File: src/mrpt_pkg.sv
// ----------------------------------------------------------------------------
// Miller-Rabin prime test package
// Shared types and constants for the prime test unit.
// ----------------------------------------------------------------------------
package mrpt_pkg;

  // Sequencer states.
  typedef enum logic [3:0] {
    ST_IDLE,
    ST_PREP,
    ST_SPLIT,
    ST_ROUND,
    ST_EXP_BIT,
    ST_EXP_MUL,
    ST_EXP_SQR,
    ST_CHECK,
    ST_SQ_LOOP,
    ST_SQ_WAIT,
    ST_NEXT,
    ST_DONE
  } mrpt_state_t;

  localparam int unsigned NumWitness = 12;

  // Witness value for each round index.
  function automatic logic [5:0] witness(input logic [3:0] idx);
    logic [5:0] w;
    begin
      case (idx)
        4'd0:    w = 6'd2;
        4'd1:    w = 6'd3;
        4'd2:    w = 6'd5;
        4'd3:    w = 6'd7;
        4'd4:    w = 6'd11;
        4'd5:    w = 6'd13;
        4'd6:    w = 6'd17;
        4'd7:    w = 6'd19;
        4'd8:    w = 6'd23;
        4'd9:    w = 6'd29;
        4'd10:   w = 6'd31;
        4'd11:   w = 6'd37;
        default: w = 6'd2;
      endcase
      return w;
    end
  endfunction

  // Early exit limit after a round; zero means no limit.
  function automatic logic [63:0] limit(input logic short_list, input logic [3:0] idx);
    logic [63:0] l;
    begin
      l = 64'd0;
      if (short_list) begin
        case (idx)
          4'd0:    l = 64'd2047;
          4'd1:    l = 64'd1373653;
          4'd2:    l = 64'd25326001;
          default: l = 64'd0;
        endcase
      end else begin
        case (idx)
          4'd4:    l = 64'd2152302898747;
          4'd5:    l = 64'd3474749660383;
          4'd6:    l = 64'd341550071728321;
          4'd8:    l = 64'd3825123056546413051;
          default: l = 64'd0;
        endcase
      end
      return l;
    end
  endfunction

  localparam logic [63:0] SmallBound = 64'd3215031751;

endpackage

File: src/mrpt_mulmod.sv
// ----------------------------------------------------------------------------
// Modular multiplier
// Bit-serial shift-and-add product a*b mod m, one multiplier bit a cycle.
// ----------------------------------------------------------------------------
module mrpt_mulmod
  import mrpt_pkg::*;
#(
  parameter int unsigned WIDTH = 64
) (
  input  logic             clk,
  input  logic             rst,
  input  logic             start,
  input  logic [WIDTH-1:0] a,
  input  logic [WIDTH-1:0] b,
  input  logic [WIDTH-1:0] m,
  output logic             done,
  output logic [WIDTH-1:0] product
);

  logic             busy;
  logic [WIDTH-1:0] acc;
  logic [WIDTH-1:0] addend;
  logic [WIDTH-1:0] mult;
  logic [WIDTH-1:0] modulus;
  logic [WIDTH-1:0] acc_sum;
  logic [WIDTH-1:0] add_dbl;
  logic [WIDTH:0]   acc_wide;
  logic [WIDTH:0]   dbl_wide;

  // Exact modular additions: operands are below the modulus, so one
  // subtraction suffices and the carry bit is kept.
  always_comb begin
    acc_wide = {1'b0, acc} + {1'b0, addend};
    dbl_wide = {1'b0, addend} + {1'b0, addend};
    acc_sum  = (acc_wide >= {1'b0, modulus}) ? WIDTH'(acc_wide - {1'b0, modulus})
                                              : acc_wide[WIDTH-1:0];
    add_dbl  = (dbl_wide >= {1'b0, modulus}) ? WIDTH'(dbl_wide - {1'b0, modulus})
                                              : dbl_wide[WIDTH-1:0];
  end

  // Sequencing of the serial product.
  always_ff @(posedge clk) begin
    if (rst) begin
      busy <= 1'b0;
      done <= 1'b0;
    end else begin
      done <= 1'b0;
      if (start) begin
        busy    <= 1'b1;
        acc     <= '0;
        addend  <= a;
        mult    <= b;
        modulus <= m;
      end else if (busy) begin
        if (mult == '0) begin
          busy <= 1'b0;
          done <= 1'b1;
        end else begin
          if (mult[0]) acc <= acc_sum;
          addend <= add_dbl;
          mult   <= mult >> 1;
        end
      end
    end
  end

  assign product = acc;

`ifndef ASSERT_OFF
  a_done_after_busy: assert property (@(posedge clk) disable iff (rst)
    done |-> $past(busy)) else $error("done without busy");
  a_no_start_busy: assert property (@(posedge clk) disable iff (rst)
    start |-> !busy) else $error("start while busy");
  a_acc_below: assert property (@(posedge clk) disable iff (rst)
    done |-> acc < modulus) else $error("product not reduced");
`endif

endmodule

File: src/miller_rabin_prime_test_unit.sv
// ----------------------------------------------------------------------------
// Miller-Rabin prime test unit
// Deterministic primality test of one unsigned candidate per request.
// ----------------------------------------------------------------------------
// One request is taken at a time; the unit is not ready until its result has
// been taken. Trivial cases finish without any round. An odd candidate runs up to
// four (below 3215031751) or twelve strong-probable-prime rounds, each a
// modular exponentiation and up to s-1 squarings, all on one bit-serial
// modular multiplier.
module miller_rabin_prime_test_unit
  import mrpt_pkg::*;
#(
  parameter int unsigned WIDTH = 64
) (
  input  logic        clk,
  input  logic        rst,
  input  logic        s_tvalid,
  output logic        s_tready,
  input  logic [63:0] s_tdata,   // candidate[63:0]
  output logic        m_tvalid,
  input  logic        m_tready,
  output logic [7:0]  m_tdata    // is_prime[0], zero fill [7:1]
);

  mrpt_state_t      state, state_next;
  logic [WIDTH-1:0] n, d, e, v, base, nm1;
  logic [5:0]       s, r;
  logic [3:0]       wi;
  logic             short_list, verdict;
  logic             mul_start, mul_done;
  logic [WIDTH-1:0] mul_a, mul_b, mul_p;
  logic [63:0]      lim;
  logic [63:0]      n64;

  assign nm1 = n - WIDTH'(1);
  assign n64 = 64'(n);
  assign lim = limit(short_list, wi);

  mrpt_mulmod #(.WIDTH(WIDTH)) u_mul (
    .clk(clk), .rst(rst), .start(mul_start), .a(mul_a), .b(mul_b), .m(n),
    .done(mul_done), .product(mul_p)
  );

  // Next state.
  always_comb begin
    state_next = state;
    case (state)
      ST_IDLE:    if (s_tvalid) state_next = ST_PREP;
      ST_PREP: begin
        if (n < WIDTH'(3) || !n[0]) state_next = ST_DONE;
        else state_next = ST_SPLIT;
      end
      ST_SPLIT:   if (d[0]) state_next = ST_ROUND;
      ST_ROUND:   state_next = ST_EXP_BIT;
      ST_EXP_BIT: begin
        if (e == '0) state_next = ST_CHECK;
        else if (e[0]) state_next = ST_EXP_MUL;
        else state_next = ST_EXP_SQR;
      end
      ST_EXP_MUL: if (mul_done) state_next = ST_EXP_SQR;
      ST_EXP_SQR: if (mul_done) state_next = ST_EXP_BIT;
      ST_CHECK: begin
        if (v == WIDTH'(1) || v == nm1) state_next = ST_NEXT;
        else state_next = ST_SQ_LOOP;
      end
      ST_SQ_LOOP: begin
        if (r >= s) state_next = ST_DONE;
        else state_next = ST_SQ_WAIT;
      end
      ST_SQ_WAIT: begin
        if (mul_done) begin
          if (mul_p == WIDTH'(1)) state_next = ST_DONE;
          else if (mul_p == nm1) state_next = ST_NEXT;
          else state_next = ST_SQ_LOOP;
        end
      end
      ST_NEXT: begin
        if ((lim != 64'd0 && n64 < lim) || (short_list && wi == 4'd3) ||
            wi == 4'(NumWitness - 1)) state_next = ST_DONE;
        else state_next = ST_ROUND;
      end
      ST_DONE:    if (m_tready) state_next = ST_IDLE;
      default:    state_next = ST_IDLE;
    endcase
  end

  // Outputs towards the handshake and the multiplier.
  always_comb begin
    s_tready  = (state == ST_IDLE);
    m_tvalid  = (state == ST_DONE);
    mul_start = 1'b0;
    mul_a     = v;
    mul_b     = base;
    case (state)
      ST_EXP_BIT: begin
        if (e != '0) begin
          mul_start = 1'b1;
          if (!e[0]) mul_a = base;
        end
      end
      ST_EXP_MUL: begin
        if (mul_done) begin
          mul_start = 1'b1;
          mul_a     = base;
        end
      end
      ST_SQ_LOOP: begin
        if (r < s) begin
          mul_start = 1'b1;
          mul_b     = v;
        end
      end
      default: ;
    endcase
  end

  assign m_tdata = {7'd0, verdict};

  // Datapath registers.
  always_ff @(posedge clk) begin
    if (rst) state <= ST_IDLE;
    else state <= state_next;
    case (state)
      ST_IDLE: begin
        n <= s_tdata[WIDTH-1:0];
        verdict <= 1'b0;
      end
      ST_PREP: begin
        verdict    <= (n == WIDTH'(2));
        d          <= nm1;
        s          <= '0;
        wi         <= '0;
        short_list <= (n64 < SmallBound);
      end
      ST_SPLIT: begin
        if (!d[0]) begin
          d <= d >> 1;
          s <= s + 6'd1;
        end
      end
      ST_ROUND: begin
        if (WIDTH'(witness(wi)) >= n) base <= WIDTH'(witness(wi)) - n;
        else base <= WIDTH'(witness(wi));
        e <= d;
        v <= WIDTH'(1);
        r <= 6'd1;
      end
      ST_EXP_BIT: if (e != '0 && !e[0]) e <= e >> 1;
      ST_EXP_MUL: if (mul_done) begin
        v <= mul_p;
        e <= e >> 1;
      end
      ST_EXP_SQR: if (mul_done) base <= mul_p;
      ST_SQ_WAIT: if (mul_done) begin
        v <= mul_p;
        r <= r + 6'd1;
      end
      ST_NEXT: begin
        wi <= wi + 4'd1;
        if ((lim != 64'd0 && n64 < lim) || (short_list && wi == 4'd3) ||
            wi == 4'(NumWitness - 1)) verdict <= 1'b1;
      end
      default: ;
    endcase
  end

`ifndef ASSERT_OFF
  a_one_req: assert property (@(posedge clk) disable iff (rst)
    (s_tvalid && s_tready) |=> !s_tready) else $error("second request taken");
  a_hold_out: assert property (@(posedge clk) disable iff (rst)
    (m_tvalid && !m_tready) |=> m_tvalid && $stable(m_tdata))
    else $error("result dropped");
  a_excl: assert property (@(posedge clk) disable iff (rst)
    !(s_tready && m_tvalid)) else $error("ready while result pending");
`endif

endmodule

File: config.mk
export PLATFORM = sky130hd
export DESIGN_NAME = miller_rabin_prime_test_unit
export DESIGN_NICKNAME = d
export VERILOG_FILES = /design/src/mrpt_pkg.sv /design/src/mrpt_mulmod.sv /design/src/miller_rabin_prime_test_unit.sv
export SDC_FILE = /design/constraint.sdc
export NUM_CORES = 2
export LEC_CHECK = 0
export BUFFER_PORTS_ARGS = -buffer_cell sky130_fd_sc_hd__clkbuf_2
export CELL_PAD_IN_SITES_DETAIL_PLACEMENT = 0
export CELL_PAD_IN_SITES_GLOBAL_PLACEMENT = 1
export CORE_UTILIZATION = 46
export DETAILED_ROUTE_END_ITERATION = 7
export GPL_TIMING_DRIVEN = 0
export PLACE_DENSITY = 0.84
export SETUP_SLACK_MARGIN = 0.2
export SLEW_MARGIN = 20
export SYNTH_ARGS = -nofsm -noshare
export SYNTH_HDL_FRONTEND = slang
export SYNTH_SLANG_ARGS = --single-unit
File: constraint.sdc
create_clock -name clk -period 8 [get_ports clk]
set_clock_uncertainty 0.2 [all_clocks]
set_input_delay 0.8 -clock clk [delete_from_list [all_inputs] [get_ports clk]]
set_output_delay 0.8 -clock clk [all_outputs]
set_load 0.01 [all_outputs]
==> impl_metrics.py <==
metrics = {
    "min_path": {
        "hold_depth": 1,
        "hold_end": "n[44]",
        "hp-class": "in2reg",
        "hold_start": "s_tdata[44]",
    },
    "finish": {
        "drive_gt1_share_pct": 8.17,
        "stdcell_count": 6067,
        "nets": 5094,
        "syn2layout_area_growth_pct": 11.6,
        "post-route-util_pct": 52.0,
    },
    "drt": {
        "ant_nets": 0,
        "avgRoutedWirePerCell_um": 29.4,
        "drt_wl_total_um": 178000,
        "via_per_inst": 6.32,
        "drt-initial-drc-count": 4724,
        "drc": 0,
        "dr.pass1.iters": 8,
        "route.vias.total": 38321,
    },
    "timing": {
        "tightest_slew_ns": 1.21,
        "slew_headroom_pct": 19.5,
        "rsz0062_at_grt": "no",
        "fin_crit_sh_pct": 95.6,
        "worst_slack_ns": 0.354,
        "clock.fmax_ghz": 0.131,
        "hold_viol": 0,
        "setup_tns_ns": 0,
        "drv_slew": 0,
        "setup_viol": 0,
        "finalCriticalPeriod_ns": 7.65,
    },
    "setup_path": {
        "worstRegToRegCells": 25,
        "worst-endpoint-required_ns": 8.24,
        "regToRegSetupSlack_ns": 0.35,
        "start_kind": "flip-flop",
        "critical_path.max_fanout": 10,
        "critPathCaptureType": "flip-flop",
        "r2r_end": "u_mul.product[34]",
        "arrival_ns": 7.89,
        "r2r_start": "u_mul.product[2]",
        "crit_type": "reg2reg",
    },
    "grt": {
        "grt_pass1_wl_um": 250000,
        "first_global_vias": 35934,
        "grt-ovfl-total": 0,
        "grt_max_degree": 59,
        "track_usage_pct": 36.6,
        "antenna_found_initial": 2,
    },
    "run_status": {
        "outcome": "finished, final reports clean",
    },
    "clock_network": {
        "cts_tree": "done",
        "path_clk_slew_ns": 0.06,
        "worstSkewPairLatency_ns": 0.67,
        "postCtsHoldBufs": 0,
        "cts_sinks": 606,
        "cts_max_path_buffers": 3,
        "htreeDepth": 3,
        "root_buffer": "clkbuf_16",
        "cts_made_buffers": 73,
    },
    "logic_synthesis": {
        "yosysMostFrequentCell": "edfxtp_1",
        "synthArstFlopShare_pct": 0,
        "synth_top_cell_by_area": "edfxtp_1",
        "synth_commonest_cells": "edfxtp_1 (594), nand2_1 (492), o21ai_0 (355)",
        "avgSynthCellArea_sq_um": 9.54,
        "yosysTopAreaCellShare_pct": 40.9,
        "syn_inst": 4574,
        "synth-seq-area-share_pct": 41.4,
        "synth_edf_count": 594,
        "synth_warnings": 0,
        "synth_ff_type": "edfxtp_1",
        "synthTopCellsByArea": "edfxtp_1 (41%), ha_1 (7.6%), nand2_1 (4.2%)",
        "ys_ff_latch": 606,
        "synth_area_sq_um": 43600,
        "netlist-cell-type-count": 89,
    },
    "placed_design": {
        "dpl_worst_slack_ns": -1.89,
        "portBuffers": 70,
        "placedCellCount": 5930,
        "dp_hpwl_um": 145000,
        "place_congestion": 1.06,
    },
    "floorplanning": {
        "die_area_sq_um": 96100,
        "num_rows": 112,
        "core_area_sq_um": 93600,
        "start_util_pct": 46.6,
        "design.portCount": 78,
        "die_x_um": 310,
        "die-height_um": 310,
    },
    "job": {
        "drv_cap": 0,
    },
    "power": {
        "p_total_mw": 17.5,
        "ir_drop_uv": 223,
        "power.leakage_nw": 18.5,
        "p_per_area_nw_per_um2": 360,
    },
}
-- power breakdown --
group / total [mW] / leakage (nW) / internal (mW) / switching (mW)
combinational: 8.45 / 11.8 / 3.05 / 5.39
sequential: 5.70 / 5.57 / 4.76 / 0.939
clock: 3.37 / 1.15 / 1.92 / 1.45
-- cell type report --
| type | count | area (sq um) |
|---|---|---|
| inverters | 159 | 597 |
| well taps | 1254 | 1570 |
| plain buffers | 249 | 1000 |
| clock inverters | 45 | 462 |
| multi-input cells | 3566 | 24200 |
| diodes | 2 | 5.00 |
| repair buffers | 101 | 867 |
| fillers | 8730 | 44900 |
| flip-flops and latches | 606 | 18100 |
| clock buffers | 85 | 1900 |
-- cell usage in the layout (no fill, tap or decap), types with 134 or more instances in the layout --
master    count
a21o_1      134
a21oi_1     348
clkbuf_1    224
edfxtp_1    594
ha_1        266
inv_1       158
nand2_1     492
nor2_1      235
o21ai_0     352
xnor2_1     209
xor2_1      147
-- kinds of logic after synthesis --
family	count (synthesis)	synth area share, %
and+or+nand+nor	1477	17.2
AOI/OAI and AO/OA	1251	17.9
DFF	606	41.4
buffers and inverters	408	3.61
xor gates and xnor gates	357	7.18
adders and majority gates	270	7.81
muxes	204	4.89
other	1	0.00859
-- sequential cells by signal (all words and copies together) (netlist names), 4 cells and up, named ones only --
register / flops
e: 64
s: 6
base: 64
d: 64
u_mul.modulus: 64
r: 6
state: 4
wi: 4
n: 64
u_mul.addend: 64
u_mul.mult: 64
u_mul.product: 64
v: 64
-- worst max path at each step --
stage,startpoint,endpoint,cells past startpoint
floorplan,r[3],u_mul.addend[0],11
global placement,s[3],u_mul.addend[59],12
detailed placement,u_mul.product[1],u_mul.product[51],24
CTS,u_mul.product[20],u_mul.product[60],25
global route,u_mul.addend[20],u_mul.product[60],25
finish,u_mul.product[2],u_mul.product[34],25
-- per-stage QoR --
| step | hold slack (ns) | cell area [sq um] |
|---|---|---|
| 3_3_place_gp | 0.232 | 45600 |
| 6_report | 0.110 | 48700 |
| 2_1_floorplan | 0.224 | 43700 |
| 4_1_cts | 0.0807 | 48600 |
| 3_5_place_dp | 0.251 | 46200 |
| 5_1_grt | 0.0978 | 48700 |
-- layer usage --
metal	vias up	wire, um	GRT usage [%]
li1	17466	-	-
met1	18421	73800	49.9
met2	2037	75600	54.3
met3	397	16600	5.98
met4	0	12100	22.5
met5	-	0	0
-- critical path, stage by stage (launching register included) --
cell	delay [ns]
edfxtp_1	0.60
ha_1	0.48
o211ai_1	0.10
o21ai_1	0.31
o311ai_2	0.20
o311ai_2	0.55
a211oi_1	0.18
a2111oi_1	0.40
clkdlybuf4s18_2	0.34
o31ai_2	0.13
o41ai_1	0.42
xor2_1	0.25
ha_1	0.48
nand4_1	0.21
nor4_2	0.07
nand2_1	0.20
nor3_4	0.10
a2111oi_0	0.41
inv_1	0.09
a41o_1	0.26
nor2b_1	0.12
clkbuf_2	0.26
buf_2	0.40
buf_2	0.30
nand2_1	0.08
a21oi_1	0.27
-- what timing repair did --
action | in CTS | in global routing
setup buffers | 1 | 4
gates resized for setup | 20 | 7
pin swaps | 2 | 2
setup endpoints to repair | 64 | 62
Power figures use the tool's default switching activity.
